File: config.mk
export PLATFORM = sky130hd
export DESIGN_NAME = kta_cell
export DESIGN_NICKNAME = d
export VERILOG_FILES = /design/src/rtl/kta_pkg.sv /design/src/rtl/kta_cell.sv
export SDC_FILE = /design/constraint.sdc
export NUM_CORES = 1
export LEC_CHECK = 0
export BUFFER_PORTS_ARGS = -buffer_cell sky130_fd_sc_hd__buf_4
export CORE_MARGIN = 8
export CORE_UTILIZATION = 47
export DETAILED_ROUTE_END_ITERATION = 12
export PLACE_DENSITY_LB_ADDON = 0.2
export SLEW_MARGIN = 15
export SYNTH_ARGS = -nofsm -noshare
export SYNTH_HDL_FRONTEND = slang
export SYNTH_SLANG_ARGS = --single-unit
File: constraint.sdc
create_clock -name clock -period 5.25 [get_ports clock]
set_input_delay 0.7875 -clock clock [delete_from_list [all_inputs] [get_ports clock]]
set_output_delay 0.7875 -clock clock [all_outputs]
set_load 0.1 [all_outputs]
File: src/rtl/kta_pkg.sv
// Shared types and constants of the keyed table with age eviction.
// Used by kta_cell, the top level and the checker; depends on nothing.
package kta_pkg;

   localparam int TABLE_ENTRIES = 16;
   localparam int IDX_W         = (TABLE_ENTRIES > 1) ? $clog2(TABLE_ENTRIES) : 1;
   localparam int KEY_W         = 32;
   localparam int HANDLE_W      = 32;
   localparam int AGE_W         = 8;
   localparam int CSR_ADDR_W    = 3;
   localparam int CSR_DATA_W    = 32;

   localparam logic [AGE_W-1:0] AGE_LIMIT_RESET = AGE_W'(25);

   // register index, taken from the word address
   localparam logic CSR_IDX_AGE_LIMIT = 1'b0;

   typedef enum logic [1:0] {
      CMD_ADD    = 2'd0,
      CMD_REMOVE = 2'd1,
      CMD_LOOKUP = 2'd2,
      CMD_TICK   = 2'd3
   } cmd_type;

   localparam logic [2:0] ST_OK       = 3'd0;
   localparam logic [2:0] ST_DUP      = 3'd1;
   localparam logic [2:0] ST_FULL     = 3'd2;
   localparam logic [2:0] ST_NOTFOUND = 3'd3;
   localparam logic [2:0] ST_EVICTED  = 3'd4;
   localparam logic [2:0] ST_NONE     = 3'd5;

   // command token that walks the row of cells, one cell per cycle unless the row stalls
   typedef struct packed {
      logic                 active;
      cmd_type              cmd;
      logic [KEY_W-1:0]     key;
      logic [HANDLE_W-1:0]  value;
      logic                 hit;
      logic                 free_found;
      logic [IDX_W-1:0]     free_idx;
      logic                 pend_valid;
      logic [HANDLE_W-1:0]  pend_handle;
   } token_type;

   // eviction handed out of a cell to the result register
   typedef struct packed {
      logic                valid;
      logic [HANDLE_W-1:0] handle;
   } emit_type;

   // entry write for a successful add, decoded by index in each cell
   typedef struct packed {
      logic                en;
      logic [IDX_W-1:0]    idx;
      logic [KEY_W-1:0]    key;
      logic [HANDLE_W-1:0] value;
      logic [AGE_W-1:0]    age;
   } fill_type;

endpackage

File: src/rtl/kta_cell.sv
// One table entry of the keyed table: valid, key, handle and age counter.
// Processes the token from its left neighbor and registers it to the right.
// Depends on kta_pkg.
module kta_cell (
   input  logic                          clock,
   input  logic                          reset,
   input  logic [kta_pkg::IDX_W-1:0]     cell_idx,
   input  logic                          advance,
   input  logic [kta_pkg::AGE_W-1:0]     age_limit,
   input  kta_pkg::fill_type             fill,
   input  kta_pkg::token_type            tok_left,
   output kta_pkg::token_type            tok_right,
   output kta_pkg::emit_type             emit
);
   import kta_pkg::*;

   logic                valid_ff, valid_in;
   logic [KEY_W-1:0]    key_ff, key_in;
   logic [HANDLE_W-1:0] value_ff, value_in;
   logic [AGE_W-1:0]    age_ff, age_in;
   token_type           tok_right_ff, tok_right_in;
   logic                match;

   assign match = valid_ff && (key_ff == tok_left.key);

   // act on the token while it sits at this cell
   always_comb begin
      tok_right_in = tok_left;
      valid_in     = valid_ff;
      key_in       = key_ff;
      value_in     = value_ff;
      age_in       = age_ff;
      emit         = '0;
      if (tok_left.active) begin
         unique case (tok_left.cmd)
            CMD_ADD: begin
               if (match) begin
                  tok_right_in.hit = 1'b1;
               end
               if (!valid_ff && !tok_left.free_found) begin
                  tok_right_in.free_found = 1'b1;
                  tok_right_in.free_idx   = cell_idx;
               end
            end
            CMD_REMOVE: begin
               if (match && !tok_left.hit) begin
                  valid_in         = 1'b0;
                  tok_right_in.hit = 1'b1;
               end
            end
            CMD_LOOKUP: begin
               if (match && !tok_left.hit) begin
                  age_in                   = age_limit;
                  tok_right_in.hit         = 1'b1;
                  tok_right_in.pend_handle = value_ff;
               end
            end
            CMD_TICK: begin
               if (valid_ff) begin
                  if (age_ff <= AGE_W'(1)) begin
                     // evict; the previously held eviction now goes out as not last
                     valid_in = 1'b0;
                     age_in   = '0;
                     if (tok_left.pend_valid) begin
                        emit.valid  = 1'b1;
                        emit.handle = tok_left.pend_handle;
                     end
                     tok_right_in.pend_valid  = 1'b1;
                     tok_right_in.pend_handle = value_ff;
                  end else begin
                     age_in = age_ff - AGE_W'(1);
                  end
               end
            end
            default: begin
            end
         endcase
      end
      // write a new entry at the end of a successful add
      if (fill.en && (fill.idx == cell_idx)) begin
         valid_in = 1'b1;
         key_in   = fill.key;
         value_in = fill.value;
         age_in   = fill.age;
      end
   end

   // advance entry state and token together
   always_ff @(posedge clock) begin
      if (reset) begin
         valid_ff     <= 1'b0;
         tok_right_ff <= '0;
      end else if (advance) begin
         valid_ff     <= valid_in;
         tok_right_ff <= tok_right_in;
      end
   end

   // payload holds, no reset
   always_ff @(posedge clock) begin
      if (advance) begin
         key_ff   <= key_in;
         value_ff <= value_in;
         age_ff   <= age_in;
      end
   end

   assign tok_right = tok_right_ff;

endmodule

==> results of run 1 <==
## power groups by stage
stage | sequential (W) | combinational, W | clock, W
final | 0.00154 | 0.000751 | 0.00132
after global routing | 0.00154 | 0.000784 | 0.00139
after CTS | 0.00154 | 0.000757 | 0.00134
after detailed placement | 0.00157 | 0.000755 | 0
after global placement | 0.00157 | 0.000750 | 0
after floorplan | 0.00193 | 0.000140 | 0
## per-layer routing
metal	GRT usage (%)	vias up
met5	0	-
met4	6.84	0
met3	9.68	20
met2	37.1	232
met1	21.7	2804
li1	-	2984
## sequential cells by signal, summed over array words and instances, names as in the netlist
signal,count
age_ff,8
value_ff,32
valid_ff,1
key_ff,32
tok_right,106
## synth_stat cells, types with 2 or more instances
cell,number
edfxtp_1,72
nand3_1,14
buf_1,11
inv_1,16
nand2_1,12
mux2i_1,93
a22oi_1,2
clkbuf_1,31
xor2_1,31
dfxtp_1,107
and3_1,32
o21ai_0,16
a211oi_1,31
nor4_1,8
a21oi_1,31
nor2_1,107
nor3_1,9
nand4_1,2
buf_12,2
nand2b_1,11
xnor2_1,8
nor4_4,2
ha_1,2
and2_1,2
## metrics by stage
stage	hold WS (ns)	instance area (um^2)	setup WS [ns]	instances	utilization, %
global route	0.505	10700	1.24	1210	68.1
floorplan	0.481	7420	1.25	666	-
finish	0.487	10700	1.35	1210	68.1
CTS	0.489	10700	1.35	1210	68.1
global placement	0.475	10100	1.88	1178	64.2
detailed placement	0.480	10100	1.81	1178	64.2
## logic make-up (layout without fill, tap and decap cells)
logic type      count (synthesis)  count (layout)  synth area share [%]
flops                         179             179                  58.0
buf+inv                        61             389                  3.63
xor+xnor                       39              39                  4.60
compound gates                 85              85                  7.10
fa+ha+maj                       2               2                 0.337
simple gates                  207             207                  13.8
mux                            93              93                  12.5
## final cells by class
| type | instances | share of cell area (%) |
|---|---|---|
| Clock inverter | 14 | 1.63 |
| Sequential cell | 179 | 40.4 |
| Timing Repair Buffer | 341 | 24.0 |
| Multi-Input combinational cell | 426 | 26.8 |
| Inverter | 16 | 0.563 |
| Clock buffer | 18 | 4.12 |
| Tap cell | 216 | 2.53 |
## how the worst min path moves through the flow
stage | start | endpoint | slack [ns]
5_1_grt | tok_right[29] | tok_right[29] | 0.50
4_1_cts | tok_right[33] | tok_right[33] | 0.49
6_report | tok_right[27] | tok_right[27] | 0.49
2_1_floorplan | value_ff[10] | tok_right[10] | 0.48
3_3_place_gp | tok_right[90] | tok_right[90] | 0.47
3_5_place_dp | tok_right[33] | tok_right[33] | 0.48
## worst max-delay path, delay by kind of cell, from the launching register on
family | cells | cell delay, ns
and+or+nand+nor | 4 | 1.49
DFF | 1 | 0.44
buffers and inverters | 3 | 0.74
==> summary by stage, run 1 <==
Status
The flow ran to the end, and the final reports show no timing, DRC or antenna violations.

Clock tree
The clock-pin slew of the registers on the worst-case setup and hold paths is around 0.070 ns. In this run the deepest clock path goes through 2 buffers. The clock latency on the worst-skew pair is roughly 0.42 ns. The CTS sink count is around 180. The total setup buffers inserted after CTS is 0. Post-CTS repair changed the size of 0 cells. The total number of H-tree levels is 4. The cell sitting at the root of the clock tree is a clkbuf_16.

The number of clock buffers added by TritonCTS is 17. The clock tree from TritonCTS is done. Buffers inserted to repair hold after CTS numbered 0.

Floorplan
Pin placement for this block handled between 300 and 400 I/O pins. Measured along the x axis, the die boundary spans 142 um. The die extent in y is approximately 140 um.

Once the floorplan was initialized, standard cells occupied around 47% of the core. The floorplan step defined a core boundary enclosing approximately 16000 um^2. After floorplanning, the core was divided into 46 placement rows.

The overall die area is between 20000 and 25000 um^2.

Yosys
For this run, asynchronously set or reset flops after synthesis account for 0%. The post-synthesis average cell area is between 10 and 15 um^2. Of all cell types, the one taking the most synthesized area is edfxtp_1. Ranked by total cell area, the synthesized netlist is headed by edfxtp_1, dfxtp_1, mux2i_1. The number of warnings printed during yosys synthesis is 0.

The register bit count reported by yosys is about 180. The number of nets in the synthesized netlist is roughly 870. The post-synthesis cell area is ~7400 um^2. The synthesized netlist contains 38 unique library cells. Sequential cells were found to cover roughly three fifths of the synthesized design area. The top cell type by area accounts for between 20% and 30% of the synthesized area. The dominant register cell in the synthesized netlist is dfxtp_1. The number of synthesized flops with an enable pin is 72.

The cell count after synthesis is between 600 and 700.

Pwr
Sequential cells account for a little over two fifths of the total power. Net switching is between 30% and 40% of the power. The power per cell area is around 340 nW/um^2. The static leakage is ~4.8 nW. Of the total power, combinational logic draws a little over a fifth. The internal power consumption is ~0.0025 W. The switching power is between 0.001 and 0.0015 W. Power comes to between 0.003 and 0.004 W. The maximum vdd ir drop is roughly 240 uV. The clock network accounts for ~37% of the total power.

Cells and area
The number of antenna diodes is 0. The share of cells above drive strength 1 is between 30 and 40%. The most common cell after layout, fill and taps aside is buf_4. The top cell types in the final layout, fill and taps aside, are buf_4, nor2_1, dfxtp_1.

The number of nets in the final layout is ~1.2k. Counting the fill cells in the layout gives 1233. The area used by multi-input combinational logic is roughly 2900 um^2. Summing all flip-flop and latch instances after layout gives about 4300 um^2. The area growth from synthesis to layout is 43.8%.

Timing
Setup repair after global routing left no endpoint under its margin. For the final database, setup skew stands at 0.0111 ns. The count of final max-slew check failures is 0. The minimum period implied by the final worst setup slack is about 3.9 ns. The transition time at the pin with the least slew margin is between 1 and 1.5 ns. The total negative setup slack is 0 ns. The highest clock rate is between 0.2 and 0.3 GHz.

The share of the cycle needed by the critical path after routing is around 74%. The final setup violation count is 0. Headroom to the max-slew limit came out at roughly 32%. The number of endpoints with negative hold slack in the final report is 0.

Drt
The DRC violations left is 0. The routed metal-1 wire length is between 8 and 9 mm. The number of nets still failing antenna checks after routing is 0.

The routed wire length on met3 is roughly 2.3 mm. The final wirelength is around 22 mm. The total via count in the routed design is 6040. The top routing layer in use is met4. The wire length on met2 is 11.0 mm. In the final routed layout, each cell accounts on average for ~18 um. After detailed routing, the number of vias per cell comes to roughly 5.

The number of iterations in the first detailed-routing pass is 5. The number of design-rule violations left by the first detailed-router iteration is 234.

Setup path
The startpoint of the most critical register-to-register path is age_ff[2]. The worst setup slack for register-to-register paths is ~2.3 ns. For this run, the slowest stage of the critical path takes between 0.5 and 0.6 ns. The critical path's slowest cell is or4_4. The worst setup path is launched from a flip-flop. The source of the critical timing path is age_ff[2].

The logic depth of the worst register-to-register path is 7. The capturing point of the worst reg2reg path is tok_right[14]. STA classifies the critical path endpoint as an output port.

For the worst setup path, the data required time is around 4.5 ns. The maximum net fanout on the critical path is 34. By startpoint and endpoint, the worst setup path is classified as reg2out. Among the stages of the critical path, the cell type that occurs most often is buf_4.

Walking the worst path, the cells encountered are or4_4 > nor4_4 > inv_1 > nor3_2 > buf_4 > and3_1 > buf_4. The critical path data arrival time is a little over 3 ns. The most critical setup path has its endpoint at emit[10].

Global routing
The total overflow left after global routing is 0. The initial antenna violation count came to 0. The maximum number of pins on one net before global-route repair is 85. The via count of the first global-routing pass was about 6.1k. The first global-routing pass estimated approximately 33 mm of wire. In the global route stage, overall resource usage came out at a little over a fifth.

Hold path
The worst hold path passes through 2 cells. The path class of the tightest hold or removal check is reg2reg.

Job
Across the run, the number of max-cap violations was 0.

Place
Input and output buffers added on the ports amount to between 300 and 400. Routability-driven placement finished with a final weighted congestion of about 0.85. The placed wire-length estimate is between 15 and 20 mm.
Power figures use the tool's default switching activity.
==> run 2: changes to the inputs <==
Settings changed: CORE_UTILIZATION 47 to 43.
Clock period 5.25 ns to 3.25 ns, I/O delays scaled along.
==> summary by stage, run 2 (synthesis gave the netlist of run 1 again) <==
Drt
The number of iterations in the first detailed-routing pass is 6 (was 5). The DRC violations left is 0 (unchanged). The final wirelength is 22.2 mm (was 21.9 mm). The number of nets still failing antenna checks after routing is 0 (unchanged). The vias per cell is 4.94 (was 4.99).

The number of design-rule violations left by the first detailed-router iteration was 283 (was 234). The routed wirelength normalized by instance count is 18.0 um (was 18.1 um). The total via count in the routed design is 6069 (was 6040).

Cells and area
The area used by multi-input combinational logic is 2900 um^2 (was 2850 um^2). The most common cell after layout, fill and taps aside is buf_4 (unchanged). The count of filler cells inserted in the layout is 1414 (was 1233).

The combined flip-flop and latch cell area is 4300 um^2 (unchanged). The post-synthesis to final-layout area growth came to 47.6% (was 43.8%). The number of flip-flops under the largest register name is 106 (unchanged). The share of cells above drive strength 1 is 41.8% (was 38.4%). Leading cell types in the layout, fill and taps excluded: buf_4, nor2_1, dfxtp_1 (unchanged).

The number of nets in the final layout is 1189 (was 1181).

Setup path
The critical path's slowest cell is or4_4 (unchanged). The count of buffering cells on the critical path with inverters included is 3 (unchanged). The critical path data arrival time is 2.61 ns (was 3.11 ns). The kind of critical path is reg2out (unchanged).

The critical path launch point type is a flip-flop (unchanged). The maximum net fanout on the critical path is 24 (was 34). The capturing point of the worst reg2reg path was tok_right[7] (was tok_right[14]). The type of element capturing the critical path is an output port (unchanged). The data required time of the worst path is 2.76 ns (was 4.46 ns).

The cell depth of the worst setup path is 7 (unchanged). The dominant delay contributor by cell family on the critical path is simple AND/OR/NAND/NOR gates (unchanged). The startpoint of the most critical register-to-register path is key_ff[29] (was age_ff[2]).

Sequence of cells on the critical path: or4_4 > nor4_4 > inv_1 > nor3_4 > buf_12 > and3_2 > buf_6 (was or4_4 > nor4_4 > inv_1 > nor3_2 > buf_4 > and3_1 > buf_4). The worst setup slack for register-to-register paths came to 0.70 ns (was 2.25 ns). The stage delay of the slowest cell on the critical path was 0.58 ns (about the same). The logic depth of the worst register-to-register path came to 8 (was 7).

Timing
The worst setup skew after layout was 0.0103 ns (was 0.0111 ns). The transition time at the pin with the least slew margin came to 0.817 ns (was 1.02 ns). The final setup violation count is 0 (unchanged). The worst slew slack as a fraction of its limit came to 45.5% (was 32.1%). Of the available clock period, the critical path in the final layout requires 95.5%.

The number of endpoints with negative hold slack in the final report is 0 (unchanged). RSZ-0062 raised after global routing: no (unchanged). The least setup slack across all paths after layout was 0.148 ns (was 1.35 ns). The total negative setup slack is 0 ns (unchanged). The minimum period implied by the final worst setup slack is between 3 and 4 ns.

The count of final max-slew check failures is 0 (unchanged). The highest clock rate is around 0.32 GHz.

Floorplan
The die extent in y is 147 um (was 142 um). The number of ports placed on the die boundary came to 337 (unchanged). The overall die area was 21700 um^2 (was 20100 um^2).

The row count is 48 (was 46). The die boundary width is 147 um (was 142 um). The initial core utilization came to 43.5% (was 47.4%). The core footprint is 17100 um^2 (was 15700 um^2).

Place
The number of buffers inserted by port buffering came to 336 (unchanged). The pre-CTS setup slack is 0.434 ns (was 1.81 ns). The placed wire-length estimate is 17.0 mm (was 16.5 mm). The weighted congestion at the end of routability-driven global placement is 0.810 (was 0.845).

Global routing
The residual overflow from global routing is 0 (unchanged). The initial antenna violation count is 1 (was 0). The first-pass GRT wire length came to 33.8 mm (was 32.7 mm). The global routing usage summed across all routing layers is 19.8% (was 21.0%). The via count of the first global-routing pass is 6149 (was 6100). The maximum number of pins on one net before global-route repair is 66 (was 85).

Pwr
The total chip power is 0.00568 W (was 0.00361 W). The power per cell area is 519 nW/um^2 (was 338 nW/um^2). The maximum vdd ir drop is 381 uV (was 238 uV). The static leakage is 4.91 nW (was 4.84 nW).

Clock tree
The total setup buffers inserted after CTS is 0 (unchanged). The count of hold-fix buffers inserted at cts came to 0 (unchanged). The total number of H-tree levels was 4 (unchanged).

The clock latency on the worst-skew pair is 0.42 ns (about the same). The total CTS buffers was 17 (unchanged). The clock tree from TritonCTS is done (unchanged).

The CTS sink count came to 179 (unchanged). The clock-pin slew of the registers on the worst-case setup and hold paths is 0.07 ns (about the same). The clock tree buffer depth is 2 (unchanged).

The master cell of the clock root buffer is clkbuf_16 (unchanged).

Hold path
The critical hold path startpoint is fill[61] (was tok_right[27]). The worst hold path cell count is 1 (was 2). The endpoint with the worst hold slack is key_ff[21] (was tok_right[27]).

The worst min-delay path category is in2reg (was reg2reg).

Status
Run status: completed (unchanged).

Job
The total of max-cap violations was 0 (unchanged).
==> run 2: worst max-delay path by stage <==
stage | startpoint | end
6_report | age_ff[2] | emit[23]
2_1_floorplan | age_ff[2] | emit[0]
3_5_place_dp | age_ff[2] | emit[27]
5_1_grt | age_ff[2] | emit[2]
4_1_cts | age_ff[2] | emit[27]
3_3_place_gp | age_ff[2] | emit[13]
==> run 2: layout make-up <==
class / instances / share of cell area (%)
clock buffer: 20 / 4.38
inverter: 16 / 0.549
sequential: 179 / 39.3
multi-input combinational: 426 / 26.5
antenna: 1 / 0.0229
clock inverter: 12 / 0.823
tap: 225 / 2.57
timing repair buffer: 349 / 25.9
==> run 2: power by group <==
group / leakage, nW / internal, W / switching [W] / total, W
clock network: 0.288 / 0.00109 / 0.000894 / 0.00198
registers: 1.53 / 0.00244 / 0.0000484 / 0.00248
logic: 3.09 / 0.000362 / 0.000852 / 0.00121
total: 4.91 / 0.00388 / 0.00179 / 0.00568
==> run 2: stage by stage <==
stage | hold WS [ns] | instance area [um^2] | instances | utilization (%)
after floorplan | 0.481 | 7460 | 666 | -
after global placement | 0.474 | 10200 | 1195 | 59.7
after detailed placement | 0.478 | 10200 | 1195 | 59.7
after CTS | 0.216 | 10800 | 1227 | 63.5
after global routing | 0.211 | 10900 | 1228 | 64.2
final | 0.237 | 10900 | 1228 | 64.2
==> run 2: timing repair <==
item | CTS | global route
endpoints found under the setup margin | 23 | 33
pin swaps | 0 | 1
resized for setup | 23 | 29
endpoints found under the hold margin | 0 | 0
==> run 2: routing by layer <==
metal | up-vias | wire length, um | track usage (%)
met1 | 2803 | 8670 | 22.0
met5 | - | 0 | 0
met4 | 0 | 599 | 8.21
met3 | 32 | 2070 | 8.58
li1 | 3007 | - | -
met2 | 227 | 10800 | 32.7
